===== config.mk =====
export PLATFORM = sky130hd
export DESIGN_NAME = fci_ctrl
export DESIGN_NICKNAME = d
export VERILOG_FILES = /design/src/rtl/fci_pkg.sv /design/src/rtl/fci_ctrl.sv
export SDC_FILE = /design/constraint.sdc
export NUM_CORES = 1
export LEC_CHECK = 0
export BUFFER_PORTS_ARGS = -buffer_cell sky130_fd_sc_hd__buf_2
export CAP_MARGIN = 10
export CORE_AREA = 4 4 41 43
export CTS_CLUSTER_DIAMETER = 200
export CTS_CLUSTER_SIZE = 28
export DETAILED_ROUTE_END_ITERATION = 16
export DIE_AREA = 0 0 45 47
export MAX_ROUTING_LAYER = met4
export PLACE_DENSITY_LB_ADDON = 0.12
export SLEW_MARGIN = 10
export SYNTH_ARGS = -nofsm -noshare
export SYNTH_HDL_FRONTEND = slang
export SYNTH_SLANG_ARGS = --single-unit

===== constraint.sdc =====
create_clock -name clk_i -period 1.6 [get_ports clk_i]
set_input_delay 0 -clock clk_i [delete_from_list [all_inputs] [get_ports clk_i]]
set_output_delay 0 -clock clk_i [all_outputs]
set_load 0.01 [all_outputs]

===== src/rtl/fci_pkg.sv =====
package fci_pkg;

  localparam int SymW        = 8;
  localparam int MaxRulesDef = 16;
  localparam int FactSlotsDef = 8;
  localparam int MaxResults  = 8;
  localparam int InDataW     = 48;
  localparam int OutUserW    = 2;

  typedef enum logic [1:0] {
    OpAddRule = 2'd0,
    OpAddFact = 2'd1,
    OpRun     = 2'd2,
    OpClear   = 2'd3
  } op_e;

  typedef struct packed {
    logic [1:0]      premise_count;
    logic [SymW-1:0] premise_c;
    logic [SymW-1:0] premise_b;
    logic [SymW-1:0] premise_a;
    logic [SymW-1:0] conclusion;
  } rule_t;

  localparam int RuleW = $bits(rule_t);

  typedef struct packed {
    logic load_rule;
    logic load_fact;
    logic clear;
    logic run_start;
    logic eval;
    logic rd_next;
    logic restart;
    logic emit_load;
  } cmd_t;

  typedef struct packed {
    logic last_rule;
    logic rule_empty;
    logic pass_added;
    logic emit_done;
    logic out_free;
  } status_t;

endpackage


===== src/rtl/fci_ctrl.sv =====
module fci_ctrl (
  input  logic             clk_i,
  input  logic             rst_ni,
  input  logic             in_valid_i,
  output logic             in_ready_o,
  input  fci_pkg::op_e     op_i,
  input  fci_pkg::status_t status_i,
  output fci_pkg::cmd_t    cmd_o
);
  import fci_pkg::*;

  typedef enum logic [1:0] {
    StIdle,
    StEval,
    StEmit
  } state_e;

  state_e state_q, state_d;
  logic   accept;

  assign in_ready_o = (state_q == StIdle);
  assign accept     = in_valid_i && in_ready_o;

  always_comb begin
    state_d = state_q;
    cmd_o   = '0;
    unique case (state_q)
      StIdle: begin
        if (accept) begin
          unique case (op_i)
            OpAddRule: cmd_o.load_rule = 1'b1;
            OpAddFact: cmd_o.load_fact = 1'b1;
            OpClear:   cmd_o.clear     = 1'b1;
            OpRun: begin
              cmd_o.run_start = 1'b1;
              state_d = status_i.rule_empty ? StEmit : StEval;
            end
            default: ;
          endcase
        end
      end
      StEval: begin
        cmd_o.eval = 1'b1;
        if (status_i.last_rule) begin
          if (status_i.pass_added) begin
            cmd_o.restart = 1'b1;
          end else begin
            state_d = StEmit;
          end
        end else begin
          cmd_o.rd_next = 1'b1;
        end
      end
      StEmit: begin
        if (status_i.emit_done) begin
          state_d = StIdle;
        end else if (status_i.out_free) begin
          cmd_o.emit_load = 1'b1;
        end
      end
      default: state_d = StIdle;
    endcase
  end

  always_ff @(posedge clk_i or negedge rst_ni) begin
    if (!rst_ni) begin
      state_q <= StIdle;
    end else begin
      state_q <= state_d;
    end
  end

endmodule


# After elaboration in Yosys (flattened, before gate mapping)
# Index checks and enable logic that the tools add are counted.
totals:
  reg_bits: 2
  latchBits: 0
  ramBits: 0
  romBits: 0
  inputBits: 10
  n_memories: 0
op_classes:
  addsub: 0
  n_mul: 0
  div: 0
  magnitude_cmp: 0
  eq_ne: 10
  shifts: 0
  muxes: 20
  bitwise: 0
  reduce_logical: 4
ops:
  columns: ["operator", "n"]
  rows:
  - ["two-way mux 2 bit", 6]
  - ["two-way mux 1 bit", 10]
  - ["two-way mux 4 bit", 2]
  - ["equality test 2 bit (second input constant)", 3]
  - ["inequality test 2 bit (second input constant)", 3]
  - ["one-hot mux 2 bit (3 select lines)", 1]
  - ["AND reduction 5 bit", 1]
  - ["equality test 2 x 1 -> 1 bit (second input constant)", 2]
  - ["logical NOT 2 bit", 2]
  - ["inequality test 2 x 1 -> 1 bit (second input constant)", 2]
  - ["two-way mux 3 bit", 1]
  - ["logical AND 1 bit", 1]

# Logic depth before layout (Yosys ltp)
depth:
  word_depth: 4
  mapped_depth: 3
  depth_no_buf: 3

# Worst setup path before layout
# OpenSTA, ideal clock, no wires.
synth_path:
  path_type: "register to output"
  start: "register state_q[1]"
  end: "output cmd_o[7] in the netlist's numbering"
  arrival_ps: 1094
  t_required_ps: 1600
  path_slack_ps: 506
  path_stages_with_launch: 3
  n_path_buf: 0
  cell_sequence: "dfrtp_1 or3b_4 nor3_1"
synth_lines:
  columns: ["item", "line_no", "rtl"]
  rows:
  - ["start: declaration", "fci_ctrl.sv:18", "state_e state_q, state_d;"]
  - ["start signal: assignment", "fci_ctrl.sv:67", "state_q <= StIdle;"]
  - ["start signal: assignment", "fci_ctrl.sv:69", "state_q <= state_d;"]
  - ["end: declaration", "fci_ctrl.sv:8", "output fci_pkg::cmd_t cmd_o"]

==> run_results.csv <==
group,metric,value,unit
hold_path,min_to,"state_q[0]",
sta,fin_ws,0.169,ns
sta,slew_headroom,86.4,%
place,placedCellCount,55,
clock_tree,postCtsSetupBuffers,0,
hold_path,hold_class,"input port to flip-flop",
clock_tree,clock_latency,0.24,ns
setup_path,cp.arrival,1.43,ns
layout,layout_commonest_cell,"buf_2",
global_route,grt-ovfl-total,0,
sta,hold_ws,0.0583,ns
layout,final_area,334,um2
floorplanning,die_area,2120,um2
setup_path,path_depth,3,
layout,antenna_cells,0,
routing,routed_wl,635,um
place,port-buffer-count,18,
sta,maxSlewViolCount,0,
setup_path,worst-path-buf-inv,1,
setup_path,r2r_slack,0.62,ns
layout,largest_register,"state_q",
clock_tree,h-tree-depth,1,
layout,fin_cells,59,
floorplanning,floorplan.initialDensity,14.8,%
global_route,grt_pass1_wl,910,um
layout,n_fill_cell,152,
layout,fin_nets,56,
clock_tree,clkSinkCount,2,
place,placed_cell_area,302,um2
power_and_ir_drop,finalPower,0.274,mW
sta,hold_viol,0,
logic_synthesis,ys_warn_count,0,
global_route,grt_pass1_vias,243,
sta,max_freq,0.699,GHz
sta,setup_viol,0,
routing,detail-route-antenna-nets,0,
layout,multi_input_area,139,um2
sta,timing.final.crit_share,89.4,%
routing,first_pass_iters,4,
logic_synthesis,syn_nets,32,
setup_path,cp_top_family,"simple AND/OR/NAND/NOR gates",
layout,ff_latch_area,50.0,um2
sta,tns,0,ns
clock_tree,cts_tree,"yes",
setup_path,slowest_delay,0.44,ns
power_and_ir_drop,leakage,0.177,nW
sta,period_needed,1.43,ns
global_route,grt_usage,6.93,%
clock_tree,clock_path_buffers,2,
layout,drive_gt1_share,61.4,%
logic_synthesis,ys_seq_area_share,26.0,%
floorplanning,core,1300,um2
setup_path,r2r_end,"state_q[1]",
setup_path,endpoint_kind,"output port",
logic_synthesis,synth.distinct_cells,15,
layout,largest_register_ffs,2,
sta,worst_slew_pin_slew,0.203,ns
floorplanning,dieWidth,45,um
setup_path,worstPathRequired,1.60,ns
setup_path,crit_type,"flip-flop to output port",
layout,final_core_util,25.7,%
floorplanning,die-height,47,um
run_status,status,"finished, final reports clean",
clock_tree,path_clk_slew,0.03,ns
routing,vias_per_cell,4.08,
clock_tree,numCtsBuffers,3,
layout,syn_to_final_growth,73.4,%
hold_path,worstHoldStart,"status_i[3]",
global_route,grt_antenna_before_repair,0,
setup_path,reg2reg_from,"state_q[0]",
global_route,grt_max_degree,8,
routing,drc,0,
logic_synthesis,ys_ff_latch,2,
setup_path,crit_fanout,7,
sta,skew,0.00542,ns
setup_path,r2r_cells,2,
logic_synthesis,synthCells,22,
floorplanning,ios,19,
routing,drt_iter0_drc,1,
layout,final_cell_mix,"18 x buf_2, 3 x nor2_1, 3 x clkbuf_4",
setup_path,path_cells,"or3b_4 > nor3b_2 > buf_2",
floorplanning,row_count,13,
hold_path,hold_depth,3,
sta,rsz0062_at_grt,"no",
logic_synthesis,avgSynthCellArea,8.76,um2
setup_path,worst_path_max_delay_cell,"or3b_4",
logic_synthesis,syn_area,193,um2
layout,reg_top3,"state_q x2",
job,cap_violations,0,
power_and_ir_drop,vdd_drop_max,0.285,mV
routing,vias,241,
setup_path,startpoint_type,"flip-flop",
place,post-place-ws,0.400,ns
place,gp_congestion,0.604,
clock_tree,cts-root-buf,"clkbuf_4",
routing,wl_per_cell,10.8,um
power_and_ir_drop,powerDensity,819,nW/um2
==> cell type report <==
type | instances | area share (%)
multi-input cells | 19 | 41.6
well taps | 15 | 5.62
inverters | 1 | 1.12
flip-flops and latches | 2 | 15.0
clock buffers | 3 | 6.74
repair buffers | 19 | 30.0
==> how the worst max path moves through the flow <==
| stage | startpoint | endpoint | slack [ns] |
|---|---|---|---|
| 5_1_grt | state_q[1] | cmd_o[6] | 0.11 |
| 6_report | state_q[1] | cmd_o[6] | 0.17 |
| 3_3_place_gp | state_q[1] | cmd_o[6] | 0.43 |
| 3_5_place_dp | state_q[1] | cmd_o[6] | 0.40 |
| 2_1_floorplan | state_q[1] | cmd_o[7] | 0.51 |
| 4_1_cts | state_q[1] | cmd_o[6] | 0.14 |
==> worst reg2reg max path, delay by kind of cell (launching register included) <==
kind | cells | cell delay, ns
AO/OA/AOI/OAI | 1 | 0.07
flip-flops | 1 | 0.43
AND/OR/NAND/NOR | 1 | 0.39
==> cell usage after synthesis <==
cell	instances	area, um2
or3b_1	1	8.76
nand2b_1	1	6.26
nor3b_2	2	25.0
or2_1	1	6.26
nand4bb_1	1	11.3
o2bb2ai_1	1	8.76
nand2_1	2	7.51
o221ai_1	1	8.76
nor2_1	3	11.3
dfrtp_1	2	50.1
inv_2	1	3.75
nand2b_2	2	17.5
nor3_1	2	10.0
or3b_4	1	11.3
and3_1	1	6.26
==> logic make-up (layout without fill, tap and decap cells) <==
logic type | after synthesis | after routing | synth area share [%]
AOI/OAI and AO/OA | 2 | 2 | 9.09
buffers and inverters | 1 | 23 | 1.95
DFF | 2 | 2 | 26.0
and+or+nand+nor | 17 | 17 | 63.0
==> per-layer routing <==
metal,track usage (%),up-vias,wire (um)
li1,-,126,-
met4,12.3,0,21
met2,9.89,14,313
met3,0,2,57
met1,6.59,99,243
met5,-,-,0
==> power breakdown <==
group	internal, mW	total [mW]	leakage [nW]	switching [mW]
Combinational	0.0463	0.0877	0.136	0.0414
Sequential	0.0571	0.0670	0.0269	0.00987
Clock	0.0833	0.119	0.0138	0.0357
Total	0.187	0.274	0.177	0.0869
==> timing repair <==
item	4_1_cts	5_1_grt
gates resized for setup	0	0
hold buffers	1	0
endpoints found under the hold margin	2	0
Power figures use the tool's default switching activity.
