[config.mk]
export PLATFORM = sky130hd
export DESIGN_NAME = fci_dp
export DESIGN_NICKNAME = d
export VERILOG_FILES = /design/src/rtl/fci_pkg.sv /design/src/rtl/fci_dp.sv
export SDC_FILE = /design/constraint.sdc
export NUM_CORES = 1
export LEC_CHECK = 0
export BUFFER_PORTS_ARGS = -buffer_cell sky130_fd_sc_hd__buf_2
export CAP_MARGIN = 20
export CORE_MARGIN = 1.5
export CORE_UTILIZATION = 56
export DETAILED_ROUTE_END_ITERATION = 10
export PLACE_DENSITY = 0.76
export SETUP_SLACK_MARGIN = 0.2
export SYNTH_ARGS = -nofsm -noshare
export SYNTH_HDL_FRONTEND = slang
export SYNTH_SLANG_ARGS = --single-unit
[constraint.sdc]
create_clock -name clk_i -period 3.95 [get_ports clk_i]
set_input_delay 0.79 -clock clk_i [delete_from_list [all_inputs] [get_ports clk_i]]
set_output_delay 0.79 -clock clk_i [all_outputs]
set_load 0.01 [all_outputs]
[src/rtl/fci_pkg.sv]
package fci_pkg;

  localparam int SymW        = 8;
  localparam int MaxRulesDef = 16;
  localparam int FactSlotsDef = 8;
  localparam int MaxResults  = 8;
  localparam int InDataW     = 48;
  localparam int OutUserW    = 2;

  typedef enum logic [1:0] {
    OpAddRule = 2'd0,
    OpAddFact = 2'd1,
    OpRun     = 2'd2,
    OpClear   = 2'd3
  } op_e;

  typedef struct packed {
    logic [1:0]      premise_count;
    logic [SymW-1:0] premise_c;
    logic [SymW-1:0] premise_b;
    logic [SymW-1:0] premise_a;
    logic [SymW-1:0] conclusion;
  } rule_t;

  localparam int RuleW = $bits(rule_t);

  typedef struct packed {
    logic load_rule;
    logic load_fact;
    logic clear;
    logic run_start;
    logic eval;
    logic rd_next;
    logic restart;
    logic emit_load;
  } cmd_t;

  typedef struct packed {
    logic last_rule;
    logic rule_empty;
    logic pass_added;
    logic emit_done;
    logic out_free;
  } status_t;

endpackage

[src/rtl/fci_dp.sv]
module fci_dp #(
  parameter int MAX_RULES  = fci_pkg::MaxRulesDef,
  parameter int FACT_SLOTS = fci_pkg::FactSlotsDef
) (
  input  logic                         clk_i,
  input  logic                         rst_ni,
  input  logic                         cfg_we_i,
  input  logic [fci_pkg::SymW-1:0]     cfg_wdata_i,
  input  logic [fci_pkg::InDataW-1:0]  in_data_i,
  input  fci_pkg::cmd_t                cmd_i,
  output fci_pkg::status_t             status_o,
  output logic                         out_valid_o,
  input  logic                         out_ready_i,
  output logic [fci_pkg::SymW-1:0]     out_fact_o,
  output logic                         out_none_o,
  output logic                         out_goal_o,
  output logic                         out_last_o
);
  import fci_pkg::*;

  localparam int RuleIdxW = (MAX_RULES > 1) ? $clog2(MAX_RULES) : 1;
  localparam int RuleCntW = $clog2(MAX_RULES + 1);
  localparam int SlotW    = (FACT_SLOTS > 1) ? $clog2(FACT_SLOTS) : 1;
  localparam int FillW    = $clog2(FACT_SLOTS + 1);
  localparam int OutW     = $clog2(MaxResults + 1);
  localparam int CmpW     = (FillW > OutW) ? FillW : OutW;

  rule_t                in_rule;
  logic [SymW-1:0]      in_fact;

  rule_t                rule_mem [MAX_RULES];
  rule_t                rdata_q;
  logic [RuleIdxW-1:0]  rule_ptr_q, rule_ptr_d;
  logic [RuleCntW-1:0]  rule_count_q;

  logic [SymW-1:0]      fact_q [FACT_SLOTS];
  logic [FillW-1:0]     fill_q, start_fill_q;
  logic                 added_q;
  logic [SymW-1:0]      goal_q;
  logic [OutW-1:0]      emit_idx_q;

  logic                 out_valid_q;
  logic [SymW-1:0]      out_fact_q;
  logic                 out_none_q, out_goal_q, out_last_q;

  logic                 hit_a, hit_b, hit_c, hit_concl, hit_goal;
  logic                 fires, store_free, ins, fact_ok;
  logic [FillW-1:0]     n_new;
  logic                 none;
  logic [CmpW-1:0]      n_out, emit_sum;
  logic [SlotW-1:0]     emit_slot;

  assign in_rule = rule_t'(in_data_i[RuleW-1:0]);
  assign in_fact = in_data_i[RuleW +: SymW];

  always_comb begin
    hit_a     = 1'b0;
    hit_b     = 1'b0;
    hit_c     = 1'b0;
    hit_concl = 1'b0;
    hit_goal  = 1'b0;
    for (int i = 0; i < FACT_SLOTS; i++) begin
      if (FillW'(i) < fill_q) begin
        hit_a     = hit_a     | (fact_q[i] == rdata_q.premise_a);
        hit_b     = hit_b     | (fact_q[i] == rdata_q.premise_b);
        hit_c     = hit_c     | (fact_q[i] == rdata_q.premise_c);
        hit_concl = hit_concl | (fact_q[i] == rdata_q.conclusion);
        hit_goal  = hit_goal  | (fact_q[i] == goal_q);
      end
    end
  end

  assign fires = (rdata_q.premise_count < 2'd1 || hit_a) &&
                 (rdata_q.premise_count < 2'd2 || hit_b) &&
                 (rdata_q.premise_count < 2'd3 || hit_c);
  assign store_free = fill_q < FillW'(FACT_SLOTS);
  assign ins = cmd_i.eval && fires && (rdata_q.conclusion != '0) && !hit_concl && store_free;
  assign fact_ok = cmd_i.load_fact && (in_fact != '0) && store_free;

  always_comb begin
    rule_ptr_d = rule_ptr_q;
    if (cmd_i.run_start || cmd_i.restart) begin
      rule_ptr_d = '0;
    end else if (cmd_i.rd_next) begin
      rule_ptr_d = rule_ptr_q + RuleIdxW'(1);
    end
  end

  always_ff @(posedge clk_i) begin
    if (cmd_i.load_rule && rule_count_q < RuleCntW'(MAX_RULES)) begin
      rule_mem[rule_count_q[RuleIdxW-1:0]] <= in_rule;
    end
    rdata_q <= rule_mem[rule_ptr_d];
  end

  always_ff @(posedge clk_i) begin
    if (ins) begin
      fact_q[fill_q[SlotW-1:0]] <= rdata_q.conclusion;
    end else if (fact_ok) begin
      fact_q[fill_q[SlotW-1:0]] <= in_fact;
    end
  end

  assign n_new = fill_q - start_fill_q;
  assign none  = (n_new == '0);

  always_comb begin
    if (none) begin
      n_out = CmpW'(1);
    end else if (CmpW'(n_new) > CmpW'(MaxResults)) begin
      n_out = CmpW'(MaxResults);
    end else begin
      n_out = CmpW'(n_new);
    end
  end

  assign emit_sum  = CmpW'(start_fill_q) + CmpW'(emit_idx_q);
  assign emit_slot = emit_sum[SlotW-1:0];

  always_ff @(posedge clk_i or negedge rst_ni) begin
    if (!rst_ni) begin
      rule_ptr_q   <= '0;
      rule_count_q <= '0;
      fill_q       <= '0;
      start_fill_q <= '0;
      added_q      <= 1'b0;
      goal_q       <= '0;
      emit_idx_q   <= '0;
      out_valid_q  <= 1'b0;
    end else begin
      rule_ptr_q <= rule_ptr_d;
      if (cfg_we_i) begin
        goal_q <= cfg_wdata_i;
      end
      if (cmd_i.clear) begin
        rule_count_q <= '0;
        fill_q       <= '0;
      end else begin
        if (cmd_i.load_rule && rule_count_q < RuleCntW'(MAX_RULES)) begin
          rule_count_q <= rule_count_q + RuleCntW'(1);
        end
        if (ins || fact_ok) begin
          fill_q <= fill_q + FillW'(1);
        end
      end
      if (cmd_i.run_start) begin
        start_fill_q <= fill_q;
        emit_idx_q   <= '0;
      end else if (cmd_i.emit_load) begin
        emit_idx_q <= emit_idx_q + OutW'(1);
      end
      if (cmd_i.run_start || cmd_i.restart || cmd_i.clear) begin
        added_q <= 1'b0;
      end else if (ins) begin
        added_q <= 1'b1;
      end
      if (cmd_i.emit_load) begin
        out_valid_q <= 1'b1;
      end else if (out_ready_i) begin
        out_valid_q <= 1'b0;
      end
    end
  end

  always_ff @(posedge clk_i) begin
    if (cmd_i.emit_load) begin
      out_fact_q <= none ? '0 : fact_q[emit_slot];
      out_none_q <= none;
      out_goal_q <= (goal_q != '0) && hit_goal;
      out_last_q <= (CmpW'(emit_idx_q) + CmpW'(1)) == n_out;
    end
  end

  assign status_o.last_rule  = (RuleCntW'(rule_ptr_q) + RuleCntW'(1)) == rule_count_q;
  assign status_o.rule_empty = (rule_count_q == '0);
  assign status_o.pass_added = added_q | ins;
  assign status_o.emit_done  = (CmpW'(emit_idx_q) == n_out);
  assign status_o.out_free   = !out_valid_q || out_ready_i;

  assign out_valid_o = out_valid_q;
  assign out_fact_o  = out_fact_q;
  assign out_none_o  = out_none_q;
  assign out_goal_o  = out_goal_q;
  assign out_last_o  = out_last_q;

endmodule

## After elaboration in Yosys (flattened, before gate mapping)

Memory sizes are Yosys's and may differ from the RTL's. A register that Yosys moved wholly into a read port is not among the register bits.
Cells that the tools add are included.

- Memory bits (writable): 608
- Flip-flop bits (word level): 34
- Memories: 2
- Bits of input ports: 68
- Word-level logic and storage cells: 205

- Bitwise operators: 37
- Add/sub/neg operators: 7
- $lt $le $gt $ge: 14
- Equal/unequal tests: 43
- Reduce and logical (&&, ||, !) cells: 29
- Multiplexer cells: 62

Memory list:

| name | words | bits a word | rd ports | clocked after memory_dff | write ports | RTL line | RTL |
|---|---|---|---|---|---|---|---|
| rule_mem | 16 | 34 | 1 | 1 | 1 | fci_dp.sv:31 | `rule_t rule_mem [MAX_RULES];` |
| fact_q | 8 | 8 | 9 | 1 | 1 | fci_dp.sv:36 | `logic [SymW-1:0] fact_q [FACT_SLOTS];` |

Operators with widths:

| kind | count |
|---|---|
| $eq 8x8->1 | 40 |
| $mux 1 | 51 |
| $or 1x1->1 | 37 |
| $mux 4 | 8 |
| $reduce_bool 8->1 | 3 |
| $lt 3x4->1 const A | 4 |
| $add 4x1->4 const B | 3 |
| $logic_and 1x1->1 | 10 |
| $mux 5 | 2 |
| $reduce_bool 2->1 | 5 |
| $eq 4x4->1 | 2 |
| $lt 1x4->1 const A | 2 |
| $lt 2x4->1 const A | 2 |
| $mux 8 | 1 |
| $logic_or 1x1->1 | 7 |
| $add 4x1->5 const B | 1 |
| $add 5x1->5 const B | 1 |
| $eq 5x5->1 | 1 |
| $logic_not 5->1 | 1 |
| $lt 5x5->1 const B | 1 |
| $gt 4x4->1 const B | 1 |
| $logic_not 4->1 | 1 |
| $lt 2x2->1 const B | 2 |
| $lt 4x4->1 const B | 1 |
| other kinds (4) | 5 |

## Longest topological paths before layout

- Word-level depth: 26
- Depth in mapped cells: 11
- Mapped depth without buffers: 10

## Worst setup path before layout

OpenSTA, ideal clock, no wires.

- Path type: input to register
- Start: input cmd_i[7] (netlist bit)
- End: memory rule_mem[3][0] (netlist bit), enable pin
- Buffers on the path: 1
- Required time: 3483 ps
- Slack: -182 ps
- Data arrival time: 3664 ps
- Stages on the path: 4
- Path through: nor2b_1 > clkbuf_1 > nand2_1 > nor3_1

- Cells in the longest elaborated chain, start to end: 3

RTL lines:

| item | RTL line | RTL |
|---|---|---|
| start, declared | fci_dp.sv:10 | `input fci_pkg::cmd_t cmd_i,` |
| $logic_and 1x1->1 | fci_dp.sv:90 | `if (cmd_i.load_rule && rule_count_q < RuleCntW'(MAX_RULES)) begin` |
| $mux 1 | fci_dp.sv:90 |  |
| $mux 1 (implied by the code) | fci_dp.sv:91 | `rule_mem[rule_count_q[RuleIdxW-1:0]] <= in_rule;` |
| end, declared | fci_dp.sv:31 |  |

No other way between the ends.

==> impl_metrics.json <==
{
  "status": "complete, no violations",
  "route.detailed.drc": 0,
  "worstPathCellList": "ha_4 -> a21oi_4 -> buf_4 -> nor3_1 -> nand4_1 -> o2111ai_1 -> or4_4 -> nand4_1 -> buf_6 -> nand2b_4 -> buf_6",
  "slowest_delay_ns": 0.54,
  "synth_cells": 2545,
  "clock-skew-final_ns": 0.0223,
  "vias": 20752,
  "synth-edff-count": 619,
  "hp-class": "in -> async",
  "synth_top_family_by_area": "simple AND/OR/NAND/NOR gates",
  "grt_pass1_vias": 20065,
  "setup_viol": 0,
  "synthXorXnorAreaFrac_pct": 9.49,
  "antenna_left": 0,
  "dieArea_mm2": 0.0566,
  "drv_slew": 0,
  "grt_max_degree": 78,
  "powerDensity_mw_per_mm2": 472,
  "syn_area_mm2": 0.0309,
  "initial_core_util_pct": 57.0,
  "grtUsageTotal_pct": 29.1,
  "power.leakage_nw": 12.2,
  "ios": 85,
  "dpl.hpwl_mm": 50.0,
  "grt_pass1_wl_mm": 123,
  "synth_compound_area_share_pct": 3.55,
  "rsz0062_at_grt": "false",
  "utilization_pct": 64.2,
  "clk_path_buf_depth": 3,
  "vias_per_cell": 6.23,
  "antenna_found_initial": 7,
  "period_needed_ns": 3.70,
  "setup_tns_ns": 0,
  "critical_path_required_ns": 3.16,
  "synth_common_cells": "edfxtp_1, nand2_1, nand3_1",
  "fp.dieW_um": 238,
  "max-cap-violations": 0,
  "clock_latency_ns": 0.61,
  "mappedNetlistNets": 2628,
  "drive_gt1_share_pct": 14.7,
  "dieHeight_um": 238,
  "arrival_ns": 2.91,
  "stdcell_count": 3333,
  "crit_path_end_kind": "output pin",
  "cts_hold_buf": 0,
  "clk_pin_slew_ns": 0.06,
  "syn_avg_cell_area_um2": 12.2,
  "peakVddDrop_mv": 0.453,
  "synthAdderAreaFrac_pct": 0.655,
  "synth-async-reset-ratio_pct": 4.53,
  "yosys-top-cells-area": "edfxtp_1, nand2_1, xnor2_1",
  "area_delta_synth_final_pct": 12.6,
  "yosysTopAreaCellShare_pct": 60.1,
  "io_buffer_count": 78,
  "num_rows": 85,
  "ys.flop_type": "edfxtp_1",
  "finalCritPeriodShare_pct": 93.7,
  "tritoncts": "done",
  "crit_slowest_cell": "or4_4",
  "path_max_fanout": 5,
  "startpoint_type": "flop",
  "htree_levels": 3,
  "yosysWarnings": 0,
  "slew_headroom_pct": 42.2,
  "place_congestion": 0.982,
  "wl_per_cell_um": 24.8,
  "cts-root-buf": "clkbuf_16",
  "synth-simple-area-share_pct": 15.8,
  "firstDrtPassIters": 7,
  "dp.cells": 3185,
  "drt-total-wl_mm": 82.7,
  "path_class": "reg -> out",
  "ys_ff_latch": 684,
  "synthMuxAreaShare_pct": 2.21,
  "yosysMostFrequentCell": "edfxtp_1",
  "yosysSeqAreaShare_pct": 64.8,
  "ys_types": 56,
  "coreArea_mm2": 0.0542,
  "worst_slew_pin_slew_ns": 0.865,
  "cts_sinks": 684,
  "layout.nets": 2662,
  "numCtsBuffers": 69,
  "synth_top_cell_by_area": "edfxtp_1",
  "drt_iter0_drc": 2497,
  "overflow": 0,
  "fmax_mhz": 270,
  "hold_violations": 0
}
## per-layer routing
layer  wire length, µm  track usage, %
met5                13               0
met4              3510            13.6
met3              6940            4.88
met2             40200            47.9
met1             32000            38.0
## layout make-up
cell class	count	area [µm²]
Clock inverter	28	343
Fill cell	3891	19400
Timing Repair Buffer	195	1520
Sequential cell	684	20100
Multi-Input combinational cell	1616	10000
Antenna cell	4	10.0
Inverter	13	62.6
Tap cell	696	871
Clock buffer	97	1930
## cells in the final DEF, fill, tap and decap left out, types with 11 or more instances in the layout
cell / n
edfxtp_1: 619
nand2_1: 560
nand3_1: 284
xnor2_1: 173
xor2_1: 161
buf_4: 94
buf_2: 78
clkbuf_16: 71
a311oi_1: 68
nand4_1: 50
a31oi_1: 36
nor4_1: 36
and3_1: 35
nor2_1: 32
dfrtp_1: 28
nor3_1: 25
dfxtp_1: 23
clkbuf_1: 20
mux2_2: 18
buf_12: 17
mux4_2: 16
a21oi_1: 12
mux2i_1: 12
nor2_4: 12
ha_1: 11
dfxtp_2: 11
## power by group
group | leakage, nW | switching [W] | internal [W] | total, W
Combinational | 4.79 | 0.000847 | 0.000663 | 0.00151
Sequential | 6.29 | 0.000298 | 0.00810 | 0.00839
Clock | 1.11 | 0.00273 | 0.00379 | 0.00652
Total | 12.2 | 0.00387 | 0.0126 | 0.0164
## metrics by stage
stage | instance area (µm²) | hold slack [ns] | worst slack (ns) | power [W]
global placement | 32300 | 0.486 | 0.395 | 0.00993
global route | 34800 | 0.291 | 0.191 | 0.0169
detailed placement | 32300 | 0.496 | 0.305 | 0.00997
floorplan | 30900 | 0.494 | 0.695 | 0.00940
CTS | 34600 | 0.249 | 0.168 | 0.0164
finish | 34800 | 0.241 | 0.248 | 0.0164
## what timing repair did
item,in CTS,in global routing
gates cloned,0,0
pin swaps,4,8
gates resized for setup,11,25
setup endpoints to repair,2,1
setup buffers,7,10
## critical path, delay by kind of cell, from the launching register on
family | cells | cell delay [ns]
simple gates | 5 | 0.92
flops | 1 | 0.46
buf+inv | 3 | 0.41
compound gates | 2 | 0.31
fa+ha+maj | 1 | 0.21
## flip-flops by register name (all words and copies together), names as in the netlist
register / cells
rule_mem: 544
fact_q: 64
rdata_q: 34
goal_q: 8
out_fact_o: 8
rule_count_q: 5
emit_idx_q: 4
fill_q: 4
rule_ptr_q: 4
start_fill_q: 4
added_q: 1
out_goal_o: 1
out_last_o: 1
out_none_o: 1
out_valid_o: 1
## final timing paths
kind	start	to	slack, ns	cells past startpoint
worst max-delay path	fill_q[1]	status_o[2]	0.25	11
worst min-delay path	rst_ni	added_q	0.24	1
worst max register to register	rdata_q[7]	fact_q[6][1]	0.70	10
worst min register to register	out_valid_o	out_valid_o	0.50	2
max in group asynchronous	rst_ni	fill_q[2]	3.20	1
min in group clk_i	cfg_wdata_i[6]	goal_q[6]	0.42	2
## kinds of logic (layout without fill, tap and decap cells)
| group | count (synthesis) | in the layout |
|---|---|---|
| AND/OR/NAND/NOR | 1077 | 1077 |
| flip-flops | 684 | 684 |
| XOR/XNOR | 335 | 335 |
| buffers and inverters | 245 | 333 |
| AO/OA/AOI/OAI | 143 | 143 |
| multiplexers | 46 | 46 |
| adder cells (fa/ha/maj) | 15 | 15 |
| other | 0 | 4 |
Power figures use the tool's default switching activity.
